`config.mk`:
```
export PLATFORM = sky130hd
export DESIGN_NAME = ptlm_ctrl
export DESIGN_NICKNAME = d
export VERILOG_FILES = /design/src/sv/ptlm_pkg.sv /design/src/sv/ptlm_ctrl.sv
export SDC_FILE = /design/constraint.sdc
export NUM_CORES = 1
export LEC_CHECK = 0
export ABC_AREA = 1
export BUFFER_PORTS_ARGS = -buffer_cell sky130_fd_sc_hd__buf_2
export CORE_AREA = 2 2 39 41
export DETAILED_ROUTE_END_ITERATION = 12
export DIE_AREA = 0 0 41 43
export GPL_TIMING_DRIVEN = 0
export HOLD_SLACK_MARGIN = 0.08
export SLEW_MARGIN = 5
export SYNTH_ARGS = -nofsm -noshare
export SYNTH_HDL_FRONTEND = slang
export SYNTH_SLANG_ARGS = --single-unit
```
`constraint.sdc`:
```
create_clock -name clk -period 1 [get_ports clk]
set_input_delay 0.3 -clock clk [delete_from_list [all_inputs] [get_ports clk]]
set_output_delay 0.3 -clock clk [all_outputs]
set_load 0.01 [all_outputs]
```
`src/sv/ptlm_pkg.sv`:
```
// Shared types, codes and the prefix mask function of the prefix table
`default_nettype none
package ptlm_pkg;

	localparam int ADDR_W     = 64;
	localparam int LEN_W      = 8;
	localparam int VAL_W      = 32;
	localparam int V4_LEN_MAX = 32;
	localparam int V6_LEN_MAX = 128;

	localparam logic [1:0] KIND_LOOKUP = 2'd0;
	localparam logic [1:0] KIND_INSERT = 2'd1;
	localparam logic [1:0] KIND_DELETE = 2'd2;
	localparam logic [1:0] KIND_NONE   = 2'd3;

	localparam logic [1:0] STATUS_OK      = 2'd0;
	localparam logic [1:0] STATUS_FULL    = 2'd1;
	localparam logic [1:0] STATUS_INVALID = 2'd2;

	typedef struct packed {
		logic [1:0]        kind;
		logic              is_v6;
		logic [ADDR_W-1:0] addr_high;
		logic [ADDR_W-1:0] addr_low;
		logic [LEN_W-1:0]  prefix_len;
		logic [VAL_W-1:0]  route_value;
	} in_item_t;

	typedef struct packed {
		logic [1:0]        status;
		logic              found;
		logic [ADDR_W-1:0] match_high;
		logic [ADDR_W-1:0] match_low;
		logic [LEN_W-1:0]  match_len;
		logic              match_is_v6;
		logic [VAL_W-1:0]  match_value;
	} out_item_t;

	typedef struct packed {
		logic              valid;
		logic              is_v6;
		logic [ADDR_W-1:0] addr_high;
		logic [ADDR_W-1:0] addr_low;
		logic [LEN_W-1:0]  len;
		logic [VAL_W-1:0]  value;
	} entry_t;

	typedef struct packed {
		logic load;
		logic cnt_clr;
		logic cnt_inc;
		logic clear_wr;
		logic rd_en;
		logic commit;
		logic out_load;
	} cmd_t;

	typedef struct packed {
		logic cnt_last;
		logic in_skip;
		logic out_free;
	} sts_t;

	function automatic logic [2*ADDR_W-1:0] prefix_mask(input logic v6,
			input logic [LEN_W-1:0] len);
		logic [2*ADDR_W-1:0] m;
		if (v6) begin
			m = ~({(2*ADDR_W){1'b1}} >> len);
		end else begin
			m = {{(2*ADDR_W-V4_LEN_MAX){1'b0}}, ~({V4_LEN_MAX{1'b1}} >> len)};
		end
		return m;
	endfunction

endpackage
`default_nettype wire

```
`src/sv/ptlm_ctrl.sv`:
```
// Sequencer of the prefix table: clearing pass, scan, commit and result hand-off
`default_nettype none
module ptlm_ctrl (
	input  wire logic          clk,
	input  wire logic          arst_n,
	input  wire logic          op_valid,
	output logic               op_stall,
	input  wire ptlm_pkg::sts_t sts,
	output ptlm_pkg::cmd_t     cmd
);

	localparam logic [2:0] ST_CLEAR  = 3'd0;
	localparam logic [2:0] ST_IDLE   = 3'd1;
	localparam logic [2:0] ST_SCAN   = 3'd2;
	localparam logic [2:0] ST_DRAIN  = 3'd3;
	localparam logic [2:0] ST_COMMIT = 3'd4;
	localparam logic [2:0] ST_DONE   = 3'd5;

	logic [2:0] state_q;
	logic [2:0] state_d;

	always_comb begin
		state_d = state_q;
		cmd     = '0;
		case (state_q)
			ST_CLEAR: begin
				cmd.clear_wr = 1'b1;
				if (sts.cnt_last) begin
					cmd.cnt_clr = 1'b1;
					state_d     = ST_IDLE;
				end else begin
					cmd.cnt_inc = 1'b1;
				end
			end
			ST_IDLE: begin
				if (op_valid) begin
					cmd.load    = 1'b1;
					cmd.cnt_clr = 1'b1;
					state_d     = sts.in_skip ? ST_DONE : ST_SCAN;
				end
			end
			ST_SCAN: begin
				cmd.rd_en   = 1'b1;
				cmd.cnt_inc = 1'b1;
				if (sts.cnt_last) begin
					state_d = ST_DRAIN;
				end
			end
			ST_DRAIN: begin
				state_d = ST_COMMIT;
			end
			ST_COMMIT: begin
				cmd.commit = 1'b1;
				state_d    = ST_DONE;
			end
			ST_DONE: begin
				if (sts.out_free) begin
					cmd.out_load = 1'b1;
					state_d      = ST_IDLE;
				end
			end
			default: begin
				state_d = ST_IDLE;
			end
		endcase
	end

	assign op_stall = (state_q != ST_IDLE);

	always_ff @(posedge clk or negedge arst_n) begin
		if (!arst_n) begin
			state_q <= ST_CLEAR;
		end else begin
			state_q <= state_d;
		end
	end

	a_out_load_free: assert property (@(posedge clk) disable iff (!arst_n)
		cmd.out_load |-> sts.out_free)
		else $error("result loaded while output register occupied");

	a_no_load_in_clear: assert property (@(posedge clk) disable iff (!arst_n)
		cmd.clear_wr |-> !cmd.load && !cmd.commit && !cmd.rd_en)
		else $error("transfer or table access during clearing pass");

	a_scan_end: assert property (@(posedge clk) disable iff (!arst_n)
		(state_q == ST_SCAN && sts.cnt_last) |=> state_q == ST_DRAIN)
		else $error("scan did not end after last entry");

	a_commit_after_drain: assert property (@(posedge clk) disable iff (!arst_n)
		cmd.commit |-> $past(state_q) == ST_DRAIN)
		else $error("commit without completed scan");

endmodule
`default_nettype wire

```
After elaboration in Yosys (flattened, before gate mapping)
Cells that the tools add are included.
Widths: inputs -> output; s select.
{"block": "op_classes", "n_addsub": 0, "multipliers": 0, "div": 0, "magnitude_cmp": 0, "n_eq_ne": 10, "shifts": 0, "n_mux": 17, "n_bitwise": 0, "n_reduce_logical": 2}
{"op": "$pmux 3 s6", "n": 1}
{"op": "$mux 3", "n": 5}
{"op": "$mux 1", "n": 8}
{"op": "$ne 2x2->1 const B", "n": 4}
{"op": "$eq 3x2->1 const B", "n": 2}
{"op": "$eq 3x3->1 const B", "n": 2}
{"op": "$pmux 1 s2", "n": 2}
{"op": "$reduce_and 4->1", "n": 1}
{"op": "$eq 3x1->1 const B", "n": 1}
{"op": "$logic_not 3->1", "n": 1}
{"op": "$ne 3x1->1 const B", "n": 1}
{"op": "$mux 2", "n": 1}
{"block": "totals", "regBits": 3, "latchBits": 0, "mem_bits_rw": 0, "rom_bits": 0, "out_inout_bits": 8, "word_cells": 30, "mem_count": 0}

Depth between registers and ports, before layout
Gate-level depths: netlist of the first run.
{"block": "depth", "depth_word": 3, "mapped_depth": 6, "ltp_nobuf": 6}

Least setup slack after synthesis of the first run
Ideal clock, no wire load.
{"block": "synth_path", "path_kind": "register to output", "startpoint": "reg state_q[2]", "endpoint": "out cmd[5] in the netlist's numbering", "arrival_time_ns": 0.905, "t_required_ns": 0.700, "slack_ns": -0.205, "path_stages_with_launch": 4, "cell_sequence": "dfrtp_1 nor2_4 nand2_1 o22ai_1"}
{"element": "from (decl)", "line": "ptlm_ctrl.sv:19", "source": "logic [2:0] state_q;"}
{"element": "from (signal assigned)", "line": "ptlm_ctrl.sv:74", "source": "state_q <= state_d;"}
{"element": "to (decl)", "line": "ptlm_ctrl.sv:9", "source": "output ptlm_pkg::cmd_t cmd"}

==> impl_metrics.env, run 1 <==
export IMPL_top_usage_layer="met2"
export IMPL_netlist_area_sq_um=254
export IMPL_drt_iter0_markers=5
export IMPL_arrival_ns=1.15
export IMPL_initial_core_util=0.184
export IMPL_grt_use_total=0.0964
export IMPL_finalWirelength_um=685
export IMPL_wl_per_cell_um=8.67
export IMPL_htree_levels=1
export IMPL_largest_reg_flops=3
export IMPL_fin_total_pwr_mw=1.49
export IMPL_final_common_cell="nand2_1"
export IMPL_fp_row_count=14
export IMPL_p_per_area_nw_per_um2=3130
export IMPL_via_per_inst=4.19
export IMPL_startpoint_type="flop"
export IMPL_layout_common_cells="11 x nand2_1, 10 x buf_2, 5 x inv_1, 5 x nand2_2, 4 x buf_6"
export IMPL_die_area_sq_um=1760
export IMPL_antenna_found_initial=0
export IMPL_final_net_count=70
export IMPL_grt_use_met2=0.156
export IMPL_pre_cts_ws_ns=-0.264
export IMPL_synth_area_per_cell_sq_um=6.05
export IMPL_die_w_um=41
export IMPL_fin_crit_ns=1.45
export IMPL_synth_top_family_by_area="simple AND/OR/NAND/NOR gates"
export IMPL_syn_to_final_growth_pct=88.2
export IMPL_worstMarginPinSlew_ns=0.204
export IMPL_io_buffer_count=13
export IMPL_min_path_type="input port to flop"
export IMPL_power_switching_mw=0.683
export IMPL_crit_path_cell_trace="nor2_4 -> nand2_2 -> o22ai_2 -> buf_2"
export IMPL_netSwitchingFraction=0.457
export IMPL_route_detailed_drc=0
export IMPL_die_height_um=43
export IMPL_clkSinkCount=3
export IMPL_ctsLongestPathBuffers=2
export IMPL_grt_use_met3=0.0314
export IMPL_ios=14
export IMPL_clkPwrFrac=0.140
export IMPL_synthMuxAreaShare=0
export IMPL_slowest_stage="dfrtp_2"
export IMPL_cp_required_ns=0.70
export IMPL_largest_register="state_q"
export IMPL_synth_compound_area_frac=0.0739
export IMPL_setup_viol=11
export IMPL_netlist_instances=42
export IMPL_fin_crit_sh=1.45
export IMPL_synth_xor_area_share=0
export IMPL_cts_tree="done"
export IMPL_slowest_delay_ns=0.43
export IMPL_vias=331
export IMPL_finalSetupTns_ns=-3.36
export IMPL_fmax_mhz=689
export IMPL_gp_congestion=0.693
export IMPL_yosys_register_bits=3
export IMPL_yosysSeqAreaShare=0.296
export IMPL_skew_ns=0.000938
export IMPL_critical_path_class="flop to output port"
export IMPL_drive_above_1_share=0.619
export IMPL_status="complete, but fails checks"
export IMPL_grt_setup_unrepaired="yes"
export IMPL_timing_final_ws_setup_ns=-0.451
export IMPL_slew_violations=0
export IMPL_p_int_mw=0.812
export IMPL_ys_warnings_count=0
export IMPL_grt_max_degree=8
export IMPL_p_comb_frac=0.663
export IMPL_worstPathMaxFanout=4
export IMPL_violations="setup timing"
export IMPL_diodes=0
export IMPL_peakVddDrop_uv=1140
export IMPL_synth_fa_ha_area_frac=0
export IMPL_max_slew_margin_rel=0.864
export IMPL_p_leak_nw=0.279
export IMPL_antenna_left=0
export IMPL_maxCapViolCount=0
export IMPL_grt_pass1_vias=304
export IMPL_yosys_cell_types_count=14
export IMPL_dpl_hpwl_um=501
export IMPL_core_area_sq_um=1380
export IMPL_first_pass_iters=4
export IMPL_critPathCaptureType="output port"
export IMPL_power_share_sequential=0.196
export IMPL_synthSimpleGateAreaFrac=0.498
export IMPL_cts_root_buf="clkbuf_4"
export IMPL_largest_registers="state_q (3)"
export IMPL_grtUsageMet1=0.0997
export IMPL_synth_nets=48
export IMPL_finalHoldViolCount=0
export IMPL_fillers=145
export IMPL_cts_buffers=3
export IMPL_grt_ovfl_total=0
export IMPL_clk_latency_ns=0.23
export IMPL_path_clk_slew_ns=0.04
export IMPL_grt_first_pass_wirelength_um=1150
through the flow:
step,hold WS [ns],instances,cell area (sq um),utilization
finish,0.365,79,478,0.345
detailed placement,0.0989,71,372,0.269
global route,0.404,79,478,0.345
CTS,0.364,78,447,0.323
global placement,0.0961,71,372,0.269
floorplan,0.00441,42,287,-
logic make-up (layout without fill, tap and decap cells):
logic type	Yosys count	count (layout)
DFF	3	3
and+or+nand+nor	27	27
buffers and inverters	9	30
AOI/OAI and AO/OA	3	3
cell type report:
| cell class | instances | area, sq um | share of cell area |
|---|---|---|---|
| multi-input cells | 30 | 196 | 0.411 |
| repair buffers | 17 | 120 | 0.251 |
| flip-flops and latches | 3 | 78.8 | 0.165 |
| inverters | 9 | 36.3 | 0.0759 |
| clock buffers | 4 | 26.3 | 0.0550 |
| well taps | 16 | 20.0 | 0.0419 |
layer usage:
layer  share of wire  up-vias
met5               0        -
met4               0        0
met3           0.044        0
met2            0.56        8
met1            0.39      152
li1                -      171
critical path, delay by kind of cell (launching register included):
kind / cells / cell delay [ns]
buf+inv: 1 / 0.14
flops: 1 / 0.43
simple gates: 2 / 0.23
compound gates: 1 / 0.13
what timing repair did:
item / 4_1_cts / 5_1_grt
setup endpoints to repair: 11 / 11
pin swaps: 4 / 5
setup buffers: 2 / 1
hold buffers: 1 / 0
gates resized for setup: 6 / 6
gates cloned: 0 / 0
endpoints found under the hold margin: 3 / 0
worst paths after layout:
check	startpoint	endpoint	slack (ns)	cells past startpoint
min in group asynchronous	arst_n	state_q[2]	0.40	2
max in group asynchronous	arst_n	state_q[1]	0.49	2
worst max register to register	state_q[2]	state_q[0]	-0.14	6
worst max-delay path	state_q[0]	cmd[5]	-0.45	4
worst min register to register	state_q[0]	state_q[0]	0.76	3
worst min-delay path	sts[2]	state_q[1]	0.36	4
power by group through the flow:
stage               Clock (mW)  Sequential (mW)  Combinational, mW
detailed placement           0            0.275              0.716
floorplan                    0            0.260              0.530
global route             0.235            0.306               1.08
CTS                      0.227            0.292              0.857
global placement             0            0.272              0.702
finish                   0.210            0.294              0.991
cell usage after synthesis (all sizes together):
| cell | count | area share |
|---|---|---|
| dfrtp | 3 | 0.30 |
| nor2 | 6 | 0.13 |
| o21ai | 1 | 0.020 |
| nand3 | 1 | 0.039 |
| inv | 9 | 0.13 |
| nor3 | 1 | 0.020 |
| a21o | 1 | 0.030 |
| o22ai | 1 | 0.025 |
| nand4 | 2 | 0.049 |
| nand2 | 17 | 0.26 |
(Power assumes the default switching activity.)
==> inputs of run 2 (changes only) <==
GPL_ROUTABILITY_DRIVEN = 0   (was default)
SETUP_SLACK_MARGIN = 0.3   (was default)
==> impl_metrics.env, run 2 (synthesis results as in run 1) <==
export IMPL_status="complete, but fails checks"
export IMPL_grt_ovfl_total=0
export IMPL_power_switching_mw=0.719
export IMPL_largest_registers="state_q (3)"
export IMPL_netSwitchingFraction=0.427
export IMPL_die_w_um=41
export IMPL_diodes=0
export IMPL_p_leak_nw=0.304
export IMPL_cts_buffers=3
export IMPL_ios=14
export IMPL_p_comb_frac=0.715
export IMPL_vias=322
export IMPL_rr_startpoint="state_q[0]"
export IMPL_grt_use_total=0.0884
export IMPL_die_area_sq_um=1760
export IMPL_via_per_inst=3.88
export IMPL_critPathCaptureType="output port"
export IMPL_io_buffer_count=13
export IMPL_largest_register="state_q"
export IMPL_fin_crit_ns=1.45
export IMPL_cp_required_ns=0.70
export IMPL_timing_rr_end="state_q[0]"
export IMPL_grt_max_degree=5
export IMPL_critical_path_class="flop to output port"
export IMPL_startpoint_type="flop"
export IMPL_grt_pass1_vias=287
export IMPL_antenna_found_initial=0
export IMPL_maxCapViolCount=0
export IMPL_largest_reg_flops=3
export IMPL_finalHoldViolCount=0
export IMPL_core_area_sq_um=1380
export IMPL_violations="setup timing"
export IMPL_p_int_mw=0.966
export IMPL_syn_to_final_growth_pct=113
export IMPL_hold_start="sts[2]"
export IMPL_slowest_delay_ns=0.43
export IMPL_fmax_mhz=690
export IMPL_finalSetupTns_ns=-3.52
export IMPL_htree_levels=1
export IMPL_antenna_left=0
export IMPL_route_detailed_drc=0
export IMPL_grt_first_pass_wirelength_um=1060
export IMPL_cp_top_family="flip-flops"
export IMPL_peakVddDrop_uv=1170
export IMPL_regArea_sq_um=78.8
export IMPL_wl_per_cell_um=8.39
export IMPL_fin_crit_sh=1.45
export IMPL_max_slew_margin_rel=0.864
export IMPL_skew_ns=0.000300
export IMPL_final_common_cell="buf_6"
export IMPL_die_height_um=43
export IMPL_power_share_sequential=0.162
export IMPL_reg2reg_slack_ns=-0.15
export IMPL_worstMarginPinSlew_ns=0.204
export IMPL_final_core_util=0.391
export IMPL_fillers=142
export IMPL_layout_common_cells="10 x buf_6, 9 x nand2_1, 7 x nand2_2, 7 x buf_2, 5 x inv_2"
export IMPL_min_path_type="input port to flop"
export IMPL_cts_root_buf="clkbuf_4"
export IMPL_drt_iter0_markers=1
export IMPL_final_net_count=74
export IMPL_clkPwrFrac=0.123
export IMPL_whs_path_depth=4
export IMPL_reg2reg_depth=7
export IMPL_first_pass_iters=2
export IMPL_initial_core_util=0.184
export IMPL_path_clk_slew_ns=0.04
export IMPL_cp_depth=4
export IMPL_fp_row_count=14
export IMPL_p_per_area_nw_per_um2=3120
export IMPL_drive_above_1_share=0.687
export IMPL_holdWs_ns=0.371
export IMPL_ctsLongestPathBuffers=2
export IMPL_worstPathMaxFanout=4
export IMPL_hold_path_end="state_q[1]"
export IMPL_cts_tree="done"
export IMPL_arrival_ns=1.15
export IMPL_slowest_stage="dfrtp_2"
export IMPL_setup_viol=11
export IMPL_dpl_hpwl_um=490
export IMPL_timing_final_ws_setup_ns=-0.450
export IMPL_slew_violations=0
export IMPL_crit_path_cell_trace="nor2_4 -> nand2_2 -> o22ai_2 -> buf_2"
export IMPL_grt_setup_unrepaired="yes"
export IMPL_clkSinkCount=3
export IMPL_path_buf_inv=1
export IMPL_clk_latency_ns=0.23
export IMPL_multi_input_area_sq_um=201
export IMPL_finalWirelength_um=696
==> run 2: cell types whose count changed in the layout (fill, tap and decap cells not counted), sizes merged <==
| cell | delta |
|---|---|
| buf | +4 |
==> run 2: metrics by stage <==
| stage | instance area (sq um) | cells | worst slack [ns] | total power, mW |
|---|---|---|---|---|
| 2_1_floorplan | 287 | 42 | -0.120 | 0.793 |
| 3_3_place_gp | 372 | 71 | -0.259 | 0.977 |
| 3_5_place_dp | 372 | 71 | -0.268 | 0.994 |
| 4_1_cts | 517 | 81 | -0.465 | 1.60 |
| 5_1_grt | 541 | 83 | -0.511 | 1.81 |
| 6_report | 541 | 83 | -0.450 | 1.69 |
==> run 2: power by group through the flow <==
stage	Clock [mW]	Sequential (mW)	Combinational, mW
after detailed placement	0	0.275	0.718
final	0.208	0.272	1.21
after global placement	0	0.272	0.705
after floorplan	0	0.260	0.534
after global routing	0.232	0.279	1.30
after CTS	0.222	0.276	1.10
==> run 2: worst register-to-register path: stages (launching register included) <==
cell and delay, ns:
dfrtp_2 0.43, inv_2 0.08, nor2_4 0.04, buf_6 0.11, buf_6 0.12, nand3_4 0.06, nand2_2 0.04, a21o_1 0.15
==> run 2: layout make-up <==
type                            instances  share of cell area
Timing Repair Buffer                   21               0.333
Clock buffer                            4              0.0486
Tap cell                               16              0.0370
Multi-Input combinational cell         30               0.373
Inverter                                9              0.0625
Sequential cell                         3               0.146
==> run 2: repair_timing <==
item / in CTS / in global routing
setup endpoints to repair: 11 / 11
hold buffers: 1 / 0
buffers inserted: 5 / 2
pin swaps: 4 / 3
resized for setup: 17 / 3
gates cloned: 0 / 0
hold endpoints to repair: 3 / 0
==> run 2: worst max-delay path by stage <==
stage	from	to
floorplan	state_q[2]	cmd[5]
global placement	state_q[0]	cmd[5]
detailed placement	state_q[0]	cmd[5]
CTS	state_q[0]	cmd[5]
global route	state_q[0]	cmd[4]
finish	state_q[0]	cmd[5]
==> run 2: metal layers <==
layer  track usage  wire (um)  vias to the layer above
li1              -          -                      177
met2         0.159        416                        2
met1        0.0804        265                      143
met4        0.0400          0                        0
met5             0          0                        -
met3        0.0314         14                        0
